--- src/design/hlg_pkg.sv ---
// Shared types, constants and register map for the core hotplug load governor.
// No dependencies; every other file in the design refers to this package by scoped names.
package hlg_pkg;

	// Number of cores the governor manages (core 0 included)
	localparam int CORE_COUNT = 4;

	// Field widths
	localparam int OP_W    = 2;
	localparam int LOAD_W  = 8;
	localparam int FREQ_W  = 22;
	localparam int LEVEL_W = 7;
	localparam int LIM_W   = 3;
	localparam int MASK_W  = 4;
	localparam int CNT_W   = 3;
	localparam int ACT_W   = 3;
	localparam int DWELL_W = 8;
	// Sum of three frequencies, and the scaled limit 3*L+2, both fit in 24 bits
	localparam int SUM_W   = FREQ_W + 2;

	// Stream and register port widths
	localparam int S_DATA_W = 104;
	localparam int S_USER_W = 2;
	localparam int M_DATA_W = 24;
	localparam int ADDR_W   = 5;
	localparam int PDATA_W  = 32;
	localparam int REG_IDX_W = 3;

	// Request opcodes (code 3 is unused and ignored)
	localparam logic [OP_W-1:0] OP_TICK    = 2'd0;
	localparam logic [OP_W-1:0] OP_SUSPEND = 2'd1;
	localparam logic [OP_W-1:0] OP_RESUME  = 2'd2;

	// Action codes reported with each result
	localparam logic [ACT_W-1:0] ACT_NONE       = 3'd0;
	localparam logic [ACT_W-1:0] ACT_PLUG_ALL   = 3'd1;
	localparam logic [ACT_W-1:0] ACT_PLUG_ONE   = 3'd2;
	localparam logic [ACT_W-1:0] ACT_UNPLUG_ONE = 3'd3;
	localparam logic [ACT_W-1:0] ACT_UNPLUG_ALL = 3'd4;

	// Register indexes (byte address = 4 * index)
	localparam logic [REG_IDX_W-1:0] REG_ENABLE     = 3'd0;
	localparam logic [REG_IDX_W-1:0] REG_ALIVE      = 3'd1;
	localparam logic [REG_IDX_W-1:0] REG_PLUG_ONE   = 3'd2;
	localparam logic [REG_IDX_W-1:0] REG_PLUG_ALL   = 3'd3;
	localparam logic [REG_IDX_W-1:0] REG_MIN_DWELL  = 3'd4;
	localparam logic [REG_IDX_W-1:0] REG_FREQ_LIMIT = 3'd5;
	localparam logic [REG_IDX_W-1:0] REG_CORE_LIMIT = 3'd6;

	// Register reset values
	localparam logic                RST_ENABLE     = 1'b1;
	localparam logic [LEVEL_W-1:0]  RST_ALIVE      = 7'd10;
	localparam logic [LEVEL_W-1:0]  RST_PLUG_ONE   = 7'd20;
	localparam logic [LEVEL_W-1:0]  RST_PLUG_ALL   = 7'd70;
	localparam logic [LEVEL_W-1:0]  RST_MIN_DWELL  = 7'd8;
	localparam logic [FREQ_W-1:0]   RST_FREQ_LIMIT = 22'd1800000;
	localparam logic [LIM_W-1:0]    RST_CORE_LIMIT = 3'd4;

	// Governor state reset values and thresholds
	localparam logic [MASK_W-1:0]  BOOT_MASK         = 4'b0001;
	localparam logic [DWELL_W-1:0] DWELL_MAX         = 8'd255;
	localparam logic [CNT_W-1:0]   UNPLUG_CLEAR_BELOW = 3'd3;

	// Configuration register set
	typedef struct packed {
		logic               enable;
		logic [LEVEL_W-1:0] alive_level;
		logic [LEVEL_W-1:0] plug_one_level;
		logic [LEVEL_W-1:0] plug_all_level;
		logic [LEVEL_W-1:0] min_dwell_ticks;
		logic [FREQ_W-1:0]  freq_unplug_limit;
		logic [LIM_W-1:0]   core_limit;
	} cfg_t;

	// Controller states
	typedef enum logic [2:0] {
		ST_IDLE  = 3'b001,
		ST_SUM   = 3'b010,
		ST_APPLY = 3'b100
	} state_t;

	// Controller to datapath commands
	typedef struct packed {
		logic capture;  // latch the incoming request
		logic calc;     // register frequency sum and scaled limit
		logic apply;    // update governor state and load the result register
	} cmd_t;

endpackage

--- src/design/hlg_cfg.sv ---
// APB-style configuration register bank for the governor.
// Depends on hlg_pkg for the register map, widths and reset values.
module hlg_cfg (
	input  logic                        clk,
	input  logic                        arst_n,
	input  logic                        psel,
	input  logic                        penable,
	input  logic                        pwrite,
	input  logic [hlg_pkg::ADDR_W-1:0]  paddr,
	input  logic [hlg_pkg::PDATA_W-1:0] pwdata,
	output logic [hlg_pkg::PDATA_W-1:0] prdata,
	output logic                        pready,
	output hlg_pkg::cfg_t               cfg
);

	hlg_pkg::cfg_t                  cfg_q;
	logic [hlg_pkg::REG_IDX_W-1:0]  idx;
	logic                           wr_en;

	assign pready = 1'b1;
	assign idx    = paddr[hlg_pkg::ADDR_W-1:2];
	assign wr_en  = psel & penable & pwrite & pready;
	assign cfg    = cfg_q;

	// Register writes
	always_ff @(posedge clk or negedge arst_n) begin
		if (!arst_n) begin
			cfg_q.enable            <= hlg_pkg::RST_ENABLE;
			cfg_q.alive_level       <= hlg_pkg::RST_ALIVE;
			cfg_q.plug_one_level    <= hlg_pkg::RST_PLUG_ONE;
			cfg_q.plug_all_level    <= hlg_pkg::RST_PLUG_ALL;
			cfg_q.min_dwell_ticks   <= hlg_pkg::RST_MIN_DWELL;
			cfg_q.freq_unplug_limit <= hlg_pkg::RST_FREQ_LIMIT;
			cfg_q.core_limit        <= hlg_pkg::RST_CORE_LIMIT;
		end else if (wr_en) begin
			unique case (idx)
				hlg_pkg::REG_ENABLE:     cfg_q.enable <= pwdata[0];
				hlg_pkg::REG_ALIVE:      cfg_q.alive_level <= pwdata[hlg_pkg::LEVEL_W-1:0];
				hlg_pkg::REG_PLUG_ONE:   cfg_q.plug_one_level <= pwdata[hlg_pkg::LEVEL_W-1:0];
				hlg_pkg::REG_PLUG_ALL:   cfg_q.plug_all_level <= pwdata[hlg_pkg::LEVEL_W-1:0];
				hlg_pkg::REG_MIN_DWELL:  cfg_q.min_dwell_ticks <= pwdata[hlg_pkg::LEVEL_W-1:0];
				hlg_pkg::REG_FREQ_LIMIT: cfg_q.freq_unplug_limit <= pwdata[hlg_pkg::FREQ_W-1:0];
				hlg_pkg::REG_CORE_LIMIT: cfg_q.core_limit <= pwdata[hlg_pkg::LIM_W-1:0];
				default: ;
			endcase
		end
	end

	// Read mux
	always_comb begin
		prdata = '0;
		unique case (idx)
			hlg_pkg::REG_ENABLE:     prdata = hlg_pkg::PDATA_W'(cfg_q.enable);
			hlg_pkg::REG_ALIVE:      prdata = hlg_pkg::PDATA_W'(cfg_q.alive_level);
			hlg_pkg::REG_PLUG_ONE:   prdata = hlg_pkg::PDATA_W'(cfg_q.plug_one_level);
			hlg_pkg::REG_PLUG_ALL:   prdata = hlg_pkg::PDATA_W'(cfg_q.plug_all_level);
			hlg_pkg::REG_MIN_DWELL:  prdata = hlg_pkg::PDATA_W'(cfg_q.min_dwell_ticks);
			hlg_pkg::REG_FREQ_LIMIT: prdata = hlg_pkg::PDATA_W'(cfg_q.freq_unplug_limit);
			hlg_pkg::REG_CORE_LIMIT: prdata = hlg_pkg::PDATA_W'(cfg_q.core_limit);
			default:                 prdata = '0;
		endcase
	end

endmodule

--- src/design/hlg_ctrl.sv ---
// Sequencing state machine for the governor: accept, sum, apply and result handshake.
// Depends on hlg_pkg for the state and command types.
module hlg_ctrl (
	input  logic          clk,
	input  logic          arst_n,
	input  logic          s_tvalid,
	output logic          s_tready,
	output logic          m_tvalid,
	input  logic          m_tready,
	output hlg_pkg::cmd_t cmd
);

	hlg_pkg::state_t state_q, state_d;
	logic            m_tvalid_q;
	logic            accept;
	logic            out_free;

	assign s_tready = (state_q == hlg_pkg::ST_IDLE);
	assign accept   = s_tvalid & s_tready;
	assign out_free = !m_tvalid_q || m_tready;
	assign m_tvalid = m_tvalid_q;

	// Next state and commands
	always_comb begin
		state_d     = state_q;
		cmd.capture = 1'b0;
		cmd.calc    = 1'b0;
		cmd.apply   = 1'b0;
		unique case (state_q)
			hlg_pkg::ST_IDLE: begin
				cmd.capture = accept;
				if (accept) state_d = hlg_pkg::ST_SUM;
			end
			hlg_pkg::ST_SUM: begin
				cmd.calc = 1'b1;
				state_d  = hlg_pkg::ST_APPLY;
			end
			hlg_pkg::ST_APPLY: begin
				// wait until the result register can take the new result
				cmd.apply = out_free;
				if (out_free) state_d = hlg_pkg::ST_IDLE;
			end
			default: state_d = hlg_pkg::ST_IDLE;
		endcase
	end

	always_ff @(posedge clk or negedge arst_n) begin
		if (!arst_n) begin
			state_q <= hlg_pkg::ST_IDLE;
		end else begin
			state_q <= state_d;
		end
	end

	// Result valid flag
	always_ff @(posedge clk or negedge arst_n) begin
		if (!arst_n) begin
			m_tvalid_q <= 1'b0;
		end else if (cmd.apply) begin
			m_tvalid_q <= 1'b1;
		end else if (m_tready) begin
			m_tvalid_q <= 1'b0;
		end
	end

`ifndef NO_ASSERTIONS
	a_accept_to_sum: assert property (@(posedge clk) disable iff (!arst_n)
		accept |=> (state_q == hlg_pkg::ST_SUM))
		else $error("accepted request did not move to sum state");
	a_apply_waits: assert property (@(posedge clk) disable iff (!arst_n)
		(state_q == hlg_pkg::ST_APPLY && m_tvalid_q && !m_tready)
		|=> (state_q == hlg_pkg::ST_APPLY && m_tvalid_q))
		else $error("apply left while the result register was still full");
`endif

endmodule

--- src/design/hlg_dp.sv ---
// Governor datapath: request capture, frequency check, mask/dwell update, result register.
// Depends on hlg_pkg for widths, codes and the config and command types.
module hlg_dp (
	input  logic                        clk,
	input  logic                        arst_n,
	input  hlg_pkg::cmd_t               cmd,
	input  hlg_pkg::cfg_t               cfg,
	input  logic [hlg_pkg::OP_W-1:0]    op,
	input  logic [hlg_pkg::LOAD_W-1:0]  load_value,
	input  logic [hlg_pkg::FREQ_W-1:0]  freq_core_one,
	input  logic [hlg_pkg::FREQ_W-1:0]  freq_core_two,
	input  logic [hlg_pkg::FREQ_W-1:0]  freq_core_three,
	input  logic                        policy_valid,
	input  logic [hlg_pkg::FREQ_W-1:0]  policy_min_freq,
	output logic [hlg_pkg::MASK_W-1:0]  online_mask,
	output logic [hlg_pkg::CNT_W-1:0]   online_count,
	output logic [hlg_pkg::ACT_W-1:0]   action,
	output logic [hlg_pkg::DWELL_W-1:0] dwell_count
);

	// Captured request
	logic [hlg_pkg::OP_W-1:0]   op_q;
	logic [hlg_pkg::LOAD_W-1:0] load_q;
	logic [hlg_pkg::FREQ_W-1:0] freq_q [1:3];
	logic                       pol_valid_q;
	logic [hlg_pkg::FREQ_W-1:0] pol_min_q;

	// Frequency check intermediates
	logic [hlg_pkg::SUM_W-1:0]  sum_q, sum_d;
	logic [hlg_pkg::SUM_W-1:0]  thr_q, thr_d;
	logic                       fblock_q, fblock_d;

	// Governor state
	logic [hlg_pkg::MASK_W-1:0]  mask_q, mask_d;
	logic [hlg_pkg::DWELL_W-1:0] dwell_q, dwell_d;
	logic                        susp_q, susp_d;

	// Result register
	logic [hlg_pkg::MASK_W-1:0]  out_mask_q;
	logic [hlg_pkg::CNT_W-1:0]   out_count_q;
	logic [hlg_pkg::ACT_W-1:0]   out_act_q;
	logic [hlg_pkg::DWELL_W-1:0] out_dwell_q;

	logic [hlg_pkg::LIM_W-1:0]   lim;
	logic [1:0]                  div;
	logic [hlg_pkg::SUM_W-1:0]   lim_ext;
	logic                        freq_over;
	logic [hlg_pkg::ACT_W-1:0]   act_d;

	// Clamp core limit into 1..CORE_COUNT
	always_comb begin
		if (cfg.core_limit == '0) begin
			lim = hlg_pkg::LIM_W'(1);
		end else if (cfg.core_limit > hlg_pkg::LIM_W'(hlg_pkg::CORE_COUNT)) begin
			lim = hlg_pkg::LIM_W'(hlg_pkg::CORE_COUNT);
		end else begin
			lim = cfg.core_limit;
		end
	end
	assign div     = 2'(lim - hlg_pkg::LIM_W'(1));
	assign lim_ext = hlg_pkg::SUM_W'(cfg.freq_unplug_limit);

	// Request capture
	always_ff @(posedge clk) begin
		if (cmd.capture) begin
			op_q        <= op;
			load_q      <= load_value;
			freq_q[1]   <= freq_core_one;
			freq_q[2]   <= freq_core_two;
			freq_q[3]   <= freq_core_three;
			pol_valid_q <= policy_valid;
			pol_min_q   <= policy_min_freq;
		end
	end

	// Secondary frequency sum; mean > L is checked as sum > div*L + div - 1
	always_comb begin
		sum_d = '0;
		for (int c = 1; c <= 3; c++) begin
			if (hlg_pkg::LIM_W'(c) < lim) sum_d = sum_d + hlg_pkg::SUM_W'(freq_q[c]);
		end
		case (div)
			2'd1:    thr_d = lim_ext;
			2'd2:    thr_d = (lim_ext << 1) + hlg_pkg::SUM_W'(1);
			2'd3:    thr_d = (lim_ext << 1) + lim_ext + hlg_pkg::SUM_W'(2);
			default: thr_d = '0;
		endcase
		fblock_d = (pol_valid_q && (pol_min_q > cfg.freq_unplug_limit)) || (div == 2'd0);
	end

	always_ff @(posedge clk) begin
		if (cmd.calc) begin
			sum_q    <= sum_d;
			thr_q    <= thr_d;
			fblock_q <= fblock_d;
		end
	end

	assign freq_over = !fblock_q && (sum_q > thr_q);

	// Governor decision
	always_comb begin
		logic [hlg_pkg::CNT_W-1:0]   online;
		logic [hlg_pkg::DWELL_W-1:0] dwell_inc;
		logic [hlg_pkg::MASK_W-1:0]  m;
		logic                        found;
		online    = hlg_pkg::CNT_W'($countones(mask_q));
		dwell_inc = dwell_q;
		m         = mask_q;
		found     = 1'b0;
		mask_d    = mask_q;
		dwell_d   = dwell_q;
		susp_d    = susp_q;
		act_d     = hlg_pkg::ACT_NONE;
		if (op_q == hlg_pkg::OP_SUSPEND) begin
			susp_d = 1'b1;
		end else if (op_q == hlg_pkg::OP_RESUME) begin
			susp_d = 1'b0;
		end else if (op_q == hlg_pkg::OP_TICK && cfg.enable) begin
			if (online > hlg_pkg::CNT_W'(1) && dwell_q < hlg_pkg::DWELL_MAX)
				dwell_inc = dwell_q + hlg_pkg::DWELL_W'(1);
			dwell_d = dwell_inc;
			if (susp_q) begin
				m       = hlg_pkg::BOOT_MASK;
				dwell_d = '0;
				act_d   = hlg_pkg::ACT_UNPLUG_ALL;
			end else if (load_q >= {1'b0, cfg.plug_all_level}) begin
				if (online < lim) begin
					for (int c = 1; c <= 3; c++) begin
						if (hlg_pkg::LIM_W'(c) < lim) m[c] = 1'b1;
					end
				end
				act_d = hlg_pkg::ACT_PLUG_ALL;
			end else if (load_q >= {1'b0, cfg.plug_one_level}) begin
				// lowest offline core below the limit
				if (online < lim) begin
					for (int c = 1; c <= 3; c++) begin
						if (!found && hlg_pkg::LIM_W'(c) < lim && !m[c]) begin
							m[c]  = 1'b1;
							found = 1'b1;
						end
					end
				end
				act_d = hlg_pkg::ACT_PLUG_ONE;
			end else if (load_q < {1'b0, cfg.alive_level} && online > hlg_pkg::CNT_W'(1)
					&& !freq_over && dwell_inc > {1'b0, cfg.min_dwell_ticks}) begin
				if (online < hlg_pkg::UNPLUG_CLEAR_BELOW) dwell_d = '0;
				// highest online core below the limit
				for (int c = 3; c >= 1; c--) begin
					if (!found && hlg_pkg::LIM_W'(c) < lim && m[c]) begin
						m[c]  = 1'b0;
						found = 1'b1;
					end
				end
				act_d = hlg_pkg::ACT_UNPLUG_ONE;
			end
			mask_d = m | hlg_pkg::BOOT_MASK;
			if (mask_d == mask_q) act_d = hlg_pkg::ACT_NONE;
		end
	end

	// Governor state registers
	always_ff @(posedge clk or negedge arst_n) begin
		if (!arst_n) begin
			mask_q  <= hlg_pkg::BOOT_MASK;
			dwell_q <= '0;
			susp_q  <= 1'b0;
		end else if (cmd.apply) begin
			mask_q  <= mask_d;
			dwell_q <= dwell_d;
			susp_q  <= susp_d;
		end
	end

	// Result register
	always_ff @(posedge clk) begin
		if (cmd.apply) begin
			out_mask_q  <= mask_d;
			out_count_q <= hlg_pkg::CNT_W'($countones(mask_d));
			out_act_q   <= act_d;
			out_dwell_q <= dwell_d;
		end
	end

	assign online_mask  = out_mask_q;
	assign online_count = out_count_q;
	assign action       = out_act_q;
	assign dwell_count  = out_dwell_q;

`ifndef NO_ASSERTIONS
	a_core0_online: assert property (@(posedge clk) disable iff (!arst_n)
		mask_q[0])
		else $error("core 0 went offline");
	a_suspend_tick: assert property (@(posedge clk) disable iff (!arst_n)
		(cmd.apply && op_q == hlg_pkg::OP_TICK && cfg.enable && susp_q)
		|=> (mask_q == hlg_pkg::BOOT_MASK && dwell_q == '0))
		else $error("suspended tick did not drop secondaries and clear dwell");
`endif

endmodule

--- src/design/core_hotplug_load_governor.sv ---
// Top level of the core hotplug load governor: stream ports, APB config, ctrl and datapath.
// Depends on hlg_pkg, hlg_cfg, hlg_ctrl and hlg_dp.
//
// Channel   Direction  Handshake            Content
// s_*       in         s_tvalid / s_tready  one governor request (op in tuser)
// m_*       out        m_tvalid / m_tready  one result per request
// APB       in/out     psel, penable        seven configuration registers at 4*i
//
// Each request passes through three steps: capture, frequency sum/limit, state update into
// the result register. The next request is accepted once the update is done,
// even while the previous result still waits in the output register.
// A full output register stalls the update cycle until m_tready.
// Reset (arst_n low) clears the mask to core 0 only, the dwell counter, the
// suspend flag and both valid/state flags; registers take their reset values.
module core_hotplug_load_governor (
	input  logic                         clk,
	input  logic                         arst_n,
	// s_tdata: load_value[7:0], freq_core_one[29:8], freq_core_two[51:30],
	//          freq_core_three[73:52], policy_valid[74], policy_min_freq[96:75], zero pad
	input  logic                         s_tvalid,
	output logic                         s_tready,
	input  logic [hlg_pkg::S_DATA_W-1:0] s_tdata,
	input  logic [hlg_pkg::S_USER_W-1:0] s_tuser,  // op[1:0]
	// m_tdata: online_mask[3:0], online_count[6:4], action[9:7], dwell_count[17:10], zero pad
	output logic                         m_tvalid,
	input  logic                         m_tready,
	output logic [hlg_pkg::M_DATA_W-1:0] m_tdata,
	input  logic                         psel,
	input  logic                         penable,
	input  logic                         pwrite,
	input  logic [hlg_pkg::ADDR_W-1:0]   paddr,
	input  logic [hlg_pkg::PDATA_W-1:0]  pwdata,
	output logic [hlg_pkg::PDATA_W-1:0]  prdata,
	output logic                         pready
);

	hlg_pkg::cfg_t cfg;
	hlg_pkg::cmd_t cmd;

	logic [hlg_pkg::MASK_W-1:0]  online_mask;
	logic [hlg_pkg::CNT_W-1:0]   online_count;
	logic [hlg_pkg::ACT_W-1:0]   action;
	logic [hlg_pkg::DWELL_W-1:0] dwell_count;

	hlg_cfg u_cfg (
		.clk     (clk),
		.arst_n  (arst_n),
		.psel    (psel),
		.penable (penable),
		.pwrite  (pwrite),
		.paddr   (paddr),
		.pwdata  (pwdata),
		.prdata  (prdata),
		.pready  (pready),
		.cfg     (cfg)
	);

	hlg_ctrl u_ctrl (
		.clk      (clk),
		.arst_n   (arst_n),
		.s_tvalid (s_tvalid),
		.s_tready (s_tready),
		.m_tvalid (m_tvalid),
		.m_tready (m_tready),
		.cmd      (cmd)
	);

	hlg_dp u_dp (
		.clk             (clk),
		.arst_n          (arst_n),
		.cmd             (cmd),
		.cfg             (cfg),
		.op              (s_tuser[1:0]),
		.load_value      (s_tdata[7:0]),
		.freq_core_one   (s_tdata[29:8]),
		.freq_core_two   (s_tdata[51:30]),
		.freq_core_three (s_tdata[73:52]),
		.policy_valid    (s_tdata[74]),
		.policy_min_freq (s_tdata[96:75]),
		.online_mask     (online_mask),
		.online_count    (online_count),
		.action          (action),
		.dwell_count     (dwell_count)
	);

	// Pack the result
	assign m_tdata = {6'd0, dwell_count, action, online_count, online_mask};

endmodule

--- config.mk ---
export PLATFORM = sky130hd
export DESIGN_NAME = core_hotplug_load_governor
export DESIGN_NICKNAME = d
export VERILOG_FILES = /design/src/design/hlg_pkg.sv /design/src/design/hlg_cfg.sv /design/src/design/hlg_ctrl.sv /design/src/design/hlg_dp.sv /design/src/design/core_hotplug_load_governor.sv
export SDC_FILE = /design/constraint.sdc
export NUM_CORES = 1
export LEC_CHECK = 0
export BUFFER_PORTS_ARGS = -buffer_cell sky130_fd_sc_hd__buf_2
export CAP_MARGIN = 20
export CORE_ASPECT_RATIO = 1.1
export CORE_UTILIZATION = 35
export CTS_CLUSTER_DIAMETER = 50
export CTS_CLUSTER_SIZE = 10
export DETAILED_ROUTE_END_ITERATION = 12
export GPL_TIMING_DRIVEN = 0
export PLACE_DENSITY = 0.51
export SLEW_MARGIN = 20
export SYNTH_ARGS = -nofsm -noshare
export SYNTH_HDL_FRONTEND = slang
export SYNTH_HIERARCHICAL = 1
export SYNTH_SLANG_ARGS = --single-unit
--- constraint.sdc ---
create_clock -name clk -period 4.9 [get_ports clk]
set_input_delay 0.98 -clock clk [delete_from_list [all_inputs] [get_ports clk]]
set_output_delay 0.98 -clock clk [all_outputs]
set_load 0.01 [all_outputs]
==> results of run 1 <==
what timing repair did:
| action | 4_1_cts | 5_1_grt |
|---|---|---|
| pin swaps | 21 | 35 |
| buffers inserted | 17 | 11 |
| gates cloned | 0 | 0 |
| setup endpoints to repair | 22 | 13 |
| gates resized for setup | 57 | 51 |
cell usage in the layout, fill, tap and decap left out, drive strengths merged, types with 11 or more instances in the layout:
cell,instances
a211oi,13
a21o,39
a21oi,78
and2,18
and3,24
buf,235
clkbuf,73
conb,17
dfrtp,48
dfstp,23
edfxtp,166
ha,170
inv,115
mux2,74
mux2i,30
nand2,77
nand2b,16
nand3,16
nand4,15
nor2,64
nor2b,16
nor3,17
o21a,31
o21ai,58
o21bai,11
o22ai,16
o31ai,11
or3,11
xnor2,33
xor2,22
kinds of logic (layout without fill, tap and decap cells):
family	after synthesis	in the layout	synth area share, %
AO/OA/AOI/OAI	331	331	14.6
XOR/XNOR	55	55	3.17
adder cells (fa/ha/maj)	175	175	14.7
buffers and inverters	170	439	4.75
flip-flops	237	237	44.7
multiplexers	104	104	7.63
other	3	18	0.0741
AND/OR/NAND/NOR	305	305	10.4
through the flow:
stage               setup WS (ns)  setup TNS (ns)  cells  hold WS (ns)  total power, mW
floorplan                 -0.0932         -0.0932   1394         0.498             5.57
global placement            -1.69          -23.37   2131         0.517             6.50
detailed placement          -1.66          -22.77   2134         0.521             6.55
CTS                        -0.105          -0.172   2220         0.391             9.67
global route               -0.289          -0.773   2231         0.414             10.5
finish                     -0.110          -0.160   2231         0.402             9.83
final timing paths:
| path | cells past startpoint | slack (ns) | from | to |
|---|---|---|---|---|
| setup reg to reg | 21 | -0.11 | u_dp/mask_q[1] | u_dp/online_count[1] |
| setup / recovery | 21 | -0.11 | u_dp/mask_q[1] | u_dp/online_count[1] |
| min in group clk | 1 | 0.53 | u_cfg/cfg[42] | u_cfg/cfg[42] |
| hold / removal | 1 | 0.40 | arst_n | u_dp/dwell_q[7] |
| hold reg to reg | 1 | 0.53 | u_cfg/cfg[42] | u_cfg/cfg[42] |
| max in group asynchronous | 2 | 3.84 | arst_n | u_cfg/cfg[22] |
state kept, by name (all words and copies together) (netlist names), 8 cells and up:
name              count
u_dp/dwell_count      8
u_dp/sum_q           24
u_dp/freq_q          66
u_dp/pol_min_q       22
u_cfg/cfg            54
u_dp/dwell_q          8
u_dp/thr_q           24
u_dp/load_q           8
final cells by class:
cell class / instances / area, µm²
diodes: 1 / 2.50
plain buffers: 56 / 335
clock buffers: 51 / 1040
clock inverters: 19 / 315
fillers: 4093 / 23700
inverters: 112 / 424
multi-input cells: 987 / 8190
flip-flops and latches: 237 / 6790
well taps: 567 / 709
repair buffers: 201 / 1140
metal layers:
metal  track usage (%)  part of all wire (%)  vias up  wire length (µm)
li1                  -                     -     5585                 -
met1              23.8                    45     5499             18700
met4              5.52                   2.1        0               860
met3              3.42                   4.5       63              1850
met2              32.3                    48      262             19800
met5                 0                     0        -                 0
power groups by stage:
stage | Clock [mW] | Sequential (mW) | Combinational (mW)
after global placement | 0 | 3.02 | 3.48
after CTS | 2.96 | 2.97 | 3.74
after global routing | 3.05 | 3.01 | 4.46
after detailed placement | 0 | 2.99 | 3.56
after floorplan | 0 | 2.89 | 2.68
final | 2.88 | 2.96 | 3.98
==> reports/qor.csv, run 1 <==
metric,value,unit
clk root buf,clkbuf_16,
hold buffers post-CTS,0,
initial antenna violation count,1,
# DRC,0,
Final Hold Violating Endpoints,0,
asr flop ratio synth,30.0,%
clk slew on worst S/H paths,0.05,ns
DIE HEIGHT,221,µm
post-synthesis cell type count,78,
Worst EP arrival,5.30,ns
Overall Global Routing Usage,18.7,%
Num CTS Buffers,38,
Placed Area,0.0169,mm²
later-pin clock latency in the skew report,0.55,ns
largest net degree at the start of global routing,50,
Peak Freq,200,MHz
internal power,6.38,mW
Net Switching,3.45,mW
clk sinks,237,
Comb power frac,40.5,%
CP Class,reg -> reg,
CORE AREA,0.0426,mm²
max-cap violation count,0,
Worst-Margin Slew,0.797,ns
Routed Antenna Nets,0,
Reg power frac,30.2,%
crit-path cells,fa_1 -> ha_2 -> inv_2 -> ha_4 -> a31o_4 -> nor2_4 -> nand3_2 -> xor2_2 -> inv_2 -> ha_4 -> nand3_4 -> a21oi_2 -> o31a_1 -> o22ai_2 -> a211o_2 -> nor3_4 -> a221oi_2 -> mux2_4 -> fa_1 -> ha_4 -> ha_4,
fin crit share,102,%
Synth Cell Area,0.0152,mm²
Clock Path Buffers,3,
sequential element share of the synthesized area,44.7,%
"Core Util, Final",44.5,%
leakage,8.27,nW
H-tree depth,2,
switching part of the total power,35.1,%
"EDFF count, synth",166,
routability cong.,0.862,
Synth Warn #,6,
top cell type's share of synthesized area,32.8,%
"count leader, synth",ha_1,
fraction of layout cells with a size suffix above 1,28.9,%
setup violators final,2,
min Tclk post-route,5.01,ns
via/cell ratio,5.11,
RSZ-0062 raised after global routing,yes,
WL per Instance,18.4,µm
status,"finished, violations left",
initial core utilization,35.7,%
top_reg_cell synth,edfxtp_1,
failing checks,setup timing,
DR vias,11409,
routed wire length,41200,µm
worst vdd ir,0.339,mV
slowest CP cell,fa_1,
count of input and output buffers,170,
headroom to the max-slew limit,46.9,%
Clk network pwr share,29.3,%
"Design Area, Final",0.0190,mm²
synthesized flop and latch total,237,
P per Cell Area,519,mW/mm²
crit-path max cell delay,0.56,ns
I/O pin total,209,
DIE WIDTH,201,µm
first-pass GRT wire length,63900,µm
crit-path max FO,3,
Slew Limit Fails,0,
Critical Path RT,5.19,ns
DP HPWL,30200,µm
CP most frequent cell,ha_4,
syn_area_per_cell,11.0,µm²
Synth area leader,edfxtp_1,
worst setup margin,-0.110,ns
fin nets,1958,
hold crit path type,in -> async,
Post-Synthesis Cells,1380,
CTS tree,yes,
Critical Path Source Type,flop,
"delay-heaviest family, CP",adder cells,
crit path buf inv count,2,
area growth from synthesis to layout,24.7,%
die area,0.0442,mm²
total gr overflow,0,
main area contributors after synthesis,"edfxtp_1 (33%), ha_1 (14%), dfrtp_1 (7.9%)",
Post-synth top cells,"ha_1 (170), edfxtp_1 (166), inv_1 (112)",
Row Count,79,
initial DRC count,623,
crit end category,flop,
clk_skew,0.0237,ns
Pre-antenna DRT Iters,5,
vias in the first global route,11517,
(Power assumes the default switching activity.)
==> run 2, diff against run 1 <==
Settings changed: CELL_PAD_IN_SITES_DETAIL_PLACEMENT from default to 1, CELL_PAD_IN_SITES_GLOBAL_PLACEMENT from default to 2, CORE_MARGIN from default to 2, PLACE_DENSITY 0.51 to 0.74.
==> run 2 against run 1 <==
Net effect: the run still ends with setup timing left; total power fell by 0.99%; flip-flop and latch count did not move; clock-buffer cell count fell by 3; final area rose by 0.18%; first-iteration DRC count fell by 8.7%; worst hold slack got worse by 0.028 ns; clock skew fell by 0.0011 ns; combinational power rose by 4%; via count rose by 1.2%; critical path type unchanged.
==> reports/qor.csv, run 2 (synthesis gave the netlist of run 1 again) <==
metric,value,unit,change
crit path buf inv count,2,,unchanged
P per Cell Area,513,mW/mm²,-1.2%
crit-path max cell delay,0.53,ns,-0.03 ns
register area,0.00679,mm²,about the same
fin nets,1969,,+0.56%
via/cell ratio,5.14,,+0.50%
max-cap violation count,0,,unchanged
setup violators final,1,,-1
initial core utilization,35.2,%,-0.45 points
initial antenna violation count,0,,-1
Post-Route Setup TNS,-0.0613,ns,+0.0992 ns
RSZ-0062 raised after global routing,yes,,
worst vdd ir,0.280,mV,-17%
vias in the first global route,12313,,+6.9%
"delay-heaviest family, CP",adder cells,,
hold crit path type,in -> async,,
failing checks,setup timing,,
Critical Path RT,5.21,ns,+0.02 ns
hold buffers post-CTS,0,,unchanged
fin crit share,101,%,-1.0 points
crit-path max FO,5,,+2
CP Class,reg -> reg,,
ant diodes,0,,-1
H-tree depth,2,,unchanged
headroom to the max-slew limit,46.6,%,-0.26 points
"most common cell after layout, fill and taps aside",buf_2,,
WL per Instance,20.0,µm,+8.2%
status,"finished, violations left",,
Hold WS,0.374,ns,-0.0282 ns
area growth from synthesis to layout,25.0,%,
Num CTS Buffers,38,,unchanged
min Tclk post-route,4.96,ns,-0.0491 ns
count of input and output buffers,170,,unchanged
most flop-heavy register,u_dp/freq_q,,
fraction of layout cells with a size suffix above 1,30.4,%,+1.6 points
Critical Path Source Type,flop,,
Worst-Margin Slew,0.799,ns,+0.00215 ns
area of the multi-input gates,0.00826,mm²,+0.90%
Worst EP arrival,5.27,ns,-0.03 ns
leakage,8.28,nW,about the same
Final Hold Violating Endpoints,0,,unchanged
clk root buf,clkbuf_16,,
R2R Setup Slk,-0.06,ns,+0.05 ns
DP HPWL,32800,µm,+8.6%
DIE HEIGHT,223,µm,+0.91%
crit end category,flop,,
DR vias,11548,,+1.2%
I/O pin total,209,,unchanged
die area,0.0451,mm²,+1.9%
Slew Limit Fails,0,,unchanged
routed wire length,44900,µm,+9.0%
Pre-antenna DRT Iters,8,,+3
routability cong.,0.863,,about the same
largest net degree at the start of global routing,50,,unchanged
Row Count,80,,+1.3%
R2R cell count,20,,-4.8%
slowest CP cell,fa_1,,
CTS tree,yes,,
RR Endpoint,u_dp/online_count[1],,
Clock Path Buffers,3,,unchanged
most frequent cells in the layout,"buf_2 (177), edfxtp_1 (166), ha_1 (153)",,
CORE AREA,0.0431,mm²,+1.3%
clk_skew,0.0226,ns,-0.00110 ns
first-pass GRT wire length,69800,µm,+9.2%
worst reg2reg path startpoint,u_dp/mask_q[1],,
crit-path cells,fa_1 -> ha_2 -> inv_2 -> ha_4 -> a31oi_4 -> mux2i_2 -> inv_1 -> ha_4 -> nor2b_4 -> o21ai_2 -> a21oi_2 -> o31a_1 -> o22ai_1 -> a211o_2 -> nor3_4 -> a221oi_2 -> mux2_4 -> fa_1 -> ha_2 -> ha_4,,
# DRC,0,,unchanged
Routed Antenna Nets,0,,unchanged
dpl ws,-1.91,ns,-0.248 ns
Peak Freq,202,MHz,+0.99%
clk slew on worst S/H paths,0.05,ns,about the same
max FFs per register,66,,unchanged
clk sinks,237,,unchanged
filler instances,4774,,+17%
later-pin clock latency in the skew report,0.56,ns,about the same
DIE WIDTH,203,µm,+1.0%
Overall Global Routing Usage,19.9,%,+1.2 points
initial DRC count,569,,-8.7%
total gr overflow,0,,unchanged
CP most frequent cell,ha_4,,
worst setup margin,-0.0613,ns,+0.0491 ns
==> run 2: changes by cell type in the layout (fill, tap and decap cells not counted), sizes merged <==
cell	change
diode	-1
bufinv	-5
clkinv	+3
inv	+3
buf	+11
clkinvlp	+1
clkbuf	-3
==> run 2: worst max-delay path by stage <==
stage | depth (start not counted) | to | startpoint
CTS | 20 | u_dp/online_count[1] | u_dp/mask_q[3]
global route | 20 | u_dp/online_count[1] | u_dp/mask_q[1]
finish | 20 | u_dp/online_count[1] | u_dp/mask_q[1]
floorplan | 24 | u_dp/sum_q[21] | u_cfg/cfg[2]
detailed placement | 24 | u_dp/sum_q[21] | u_cfg/cfg[2]
global placement | 24 | u_dp/sum_q[21] | u_cfg/cfg[2]
==> run 2: power by group <==
group          total, mW  switching [mW]  internal (mW)  leakage (nW)
sequential          2.97           0.272           2.70          2.41
clock               2.64            1.03           1.61         0.601
combinational       4.12            2.27           1.85          5.27
==> run 2: stage by stage <==
step           instances  util (%)  total power, mW  cell area [µm²]
2_1_floorplan       1394         -             5.57            15300
3_3_place_gp        2138      39.0             6.55            16800
3_5_place_dp        2141      39.2             6.64            16900
4_1_cts             2232      43.2             9.59            18600
5_1_grt             2247      44.0             10.4            19000
6_report            2247      44.0             9.73            19000
==> run 2: timing repair <==
item | 4_1_cts | 5_1_grt
pin swaps | 26 | 36
buffers inserted | 23 | 16
resized for setup | 74 | 54
gates cloned | 0 | 0
endpoints found under the setup margin | 25 | 12
==> run 2: worst reg2reg max path, delay by kind of cell (launching register included) <==
kind,cells,cell delay [ns]
mux,2,0.57
simple gates,2,0.35
buf+inv,2,0.16
flops,1,0.42
compound gates,7,1.15
fa+ha+maj,7,2.07
==> run 2: area by class of cell <==
type / count / share of cell area [%]
clock inverters: 21 / 1.04
flip-flops and latches: 237 / 35.8
plain buffers: 56 / 1.80
repair buffers: 212 / 6.43
inverters: 112 / 2.23
multi-input cells: 987 / 43.5
clock buffers: 48 / 5.42
well taps: 574 / 3.78
==> run 2: metal layers <==
layer | vias to the layer above | GRT usage, % | share of wire, % | routed length, µm
li1 | 5607 | - | - | -
met4 | 0 | 7.09 | 3.2 | 1450
met3 | 81 | 3.27 | 3.4 | 1530
met5 | - | 0 | 0 | 0
met2 | 221 | 33.8 | 48 | 21700
met1 | 5639 | 25.5 | 45 | 20100
==> run 3, diff against run 2 <==
Settings changed: PLACE_DENSITY 0.74 to 0.84.
==> run 3 against run 2 <==
Net effect: the run now ends clean; critical path type unchanged; largest power group unchanged; worst hold slack got worse by 0.035 ns; critical endpoint unchanged; global-route usage rose by 0.17 points; wire length rose by 1.3%; total power rose by 3.1%; sequential power barely moved; register-to-register slack improved by 0.08 ns; die area did not move; via count rose by 1.6%; combinational power rose by 6.3%; clock-buffer cell count rose by 3; fmax rose by 1.6%; largest cell class unchanged.
==> reports/qor.csv, run 3 (synthesis gave the netlist of run 1 again) <==
metric,value,unit,change
crit end category,flop,,
most flop-heavy register,u_dp/freq_q,,
DIE HEIGHT,223,µm,unchanged
Cell Count Post-Placement,2141,,unchanged
Num CTS Buffers,39,,+2.6%
setup violators final,0,,-1
hold crit path type,in -> async,,
I/O pin total,209,,unchanged
first-pass GRT wire length,70100,µm,+0.51%
largest net degree at the start of global routing,51,,+2.0%
Worst-Margin Slew,0.819,ns,+0.0203 ns
Routed Antenna Nets,0,,unchanged
RR Endpoint,u_dp/online_count[1],,
crit-path max cell delay,0.53,ns,about the same
area growth from synthesis to layout,27.0,%,
RSZ-0062 raised after global routing,yes,,
worst reg2reg path startpoint,u_dp/mask_q[1],,
CP Class,reg -> reg,,
clk sinks,237,,unchanged
leakage,8.40,nW,+1.4%
clk slew on worst S/H paths,0.05,ns,about the same
fraction of layout cells with a size suffix above 1,31.8,%,+1.4 points
status,"complete, no violations",,
crit-path cells,fa_1 -> ha_2 -> inv_2 -> ha_4 -> a31o_4 -> nor2_4 -> nand3_2 -> xor2_2 -> inv_1 -> ha_4 -> nand3_2 -> a21oi_2 -> o31a_1 -> o22ai_2 -> a211o_4 -> nor3_4 -> a221oi_2 -> mux2_4 -> fa_1 -> ha_4 -> ha_4,,
max FFs per register,66,,unchanged
DIE WIDTH,203,µm,unchanged
Overall Global Routing Usage,20.0,%,+0.17 points
R2R Setup Slk,0.02,ns,+0.08 ns
total gr overflow,0,,unchanged
P per Cell Area,520,mW/mm²,+1.4%
routability cong.,0.848,,-1.7%
Worst EP arrival,5.19,ns,-0.08 ns
fin cells,2265,,+0.80%
CP startpoint,u_dp/mask_q[1],,
# DRC,0,,unchanged
"most common cell after layout, fill and taps aside",buf_2,,
Final Hold Violating Endpoints,0,,unchanged
later-pin clock latency in the skew report,0.55,ns,about the same
fin nets,1987,,+0.91%
initial antenna violation count,0,,unchanged
slowest CP cell,fa_1,,
Critical Path Source Type,flop,,
CORE AREA,0.0431,mm²,unchanged
initial core utilization,35.2,%,unchanged
CTS tree,yes,,
DP HPWL,32600,µm,-0.66%
Pre-antenna DRT Iters,4,,-4
ant diodes,0,,unchanged
Slew Limit Fails,0,,unchanged
most frequent cells in the layout,"buf_2 (176), edfxtp_1 (166), ha_1 (150)",,
fin crit share,99.7,%,-1.6 points
Critical Path RT,5.20,ns,about the same
R2R cell count,21,,+5.0%
count of input and output buffers,170,,unchanged
clk_skew,0.0179,ns,-0.00475 ns
routed wire length,45400,µm,+1.3%
via/cell ratio,5.18,,+0.83%
worst vdd ir,0.297,mV,+6.2%
crit-path max FO,3,,-2
headroom to the max-slew limit,45.3,%,-1.4 points
Hold WS,0.339,ns,-0.0348 ns
WL per Instance,20.1,µm,+0.51%
CP most frequent cell,ha_4,,
H-tree depth,2,,unchanged
Row Count,80,,unchanged
max-cap violation count,0,,unchanged
vias in the first global route,12532,,+1.8%
die area,0.0451,mm²,unchanged
initial DRC count,597,,+4.9%
filler instances,4755,,-0.40%
clk root buf,clkbuf_16,,
min Tclk post-route,4.88,ns,-0.0772 ns
Peak Freq,205,MHz,+1.6%
DR vias,11737,,+1.6%
Clock Path Buffers,3,,unchanged
==> run 3: cell count changes in the layout (fill, tap and decap cells not counted), moves of 2 or more <==
cell	change
clkinv_4	+2
inv_4	-2
o21ai_0	-2
o21ai_1	+2
mux2_4	+2
ha_4	+6
clkbuf_1	+2
clkbuf_16	+2
mux2_2	-2
buf_4	+14
clkinv_1	-2
ha_1	-3
ha_2	-3
buf_6	+2
==> run 3: per-stage QoR <==
step | power [mW] | util, % | area, µm² | TNS [ns] | worst slack (ns)
finish | 10.0 | 44.7 | 19300 | 0 | 0.0160
global route | 10.7 | 44.7 | 19300 | -0.707 | -0.200
CTS | 9.69 | 43.3 | 18700 | -0.0568 | -0.0568
detailed placement | 6.66 | 39.2 | 16900 | -28.43 | -1.95
global placement | 6.51 | 39.0 | 16800 | -27.00 | -1.89
floorplan | 5.57 | - | 15300 | -0.0932 | -0.0932
==> run 3: cell type report <==
type                       instances  area (µm²)  area share [%]
tap                              574         718            3.72
clock buffer                      51        1070            5.56
multi-input combinational        987        8390            43.5
buffer                            56         342            1.77
timing repair buffer             229        1370            7.09
inverter                         112         424            2.20
clock inverter                    19         183           0.947
sequential                       237        6800            35.2
==> run 3: power breakdown <==
group          leakage, nW  internal, mW  switching [mW]
sequential            2.41          2.70           0.286
combinational         5.38          2.01            2.37
clock                0.610          1.66            1.01
==> run 3: per-layer routing <==
metal / track usage, % / vias to the layer above / share of wire (%)
met3: 2.87 / 71 / 3.6
li1: - / 5643 / -
met1: 25.7 / 5787 / 45
met5: 0 / - / 0
met2: 34.5 / 236 / 49
met4: 6.95 / 0 / 2.6
==> run 3: critical path: cells and delay by family, from the launching register on <==
kind / cells / cell delay, ns
AO/OA/AOI/OAI: 6 / 1.05
XOR/XNOR: 1 / 0.18
adder cells (fa/ha/maj): 7 / 2.05
buffers and inverters: 2 / 0.15
flip-flops: 1 / 0.42
multiplexers: 1 / 0.31
AND/OR/NAND/NOR: 4 / 0.49
==> run 3: how the worst max path moves through the flow <==
stage,to,slack [ns]
after global placement,u_dp/sum_q[21],-1.89
after CTS,u_dp/online_count[1],-0.06
after global routing,u_dp/online_count[1],-0.20
final,u_dp/online_count[1],0.02
after detailed placement,u_dp/sum_q[21],-1.95
after floorplan,u_dp/sum_q[21],-0.09
==> run 3: what timing repair did <==
item | CTS | global route
gates cloned | 0 | 1
endpoints found under the setup margin | 23 | 12
pin swaps | 24 | 50
gates resized for setup | 81 | 67
setup buffers | 20 | 35
hold buffers | 0 | 0
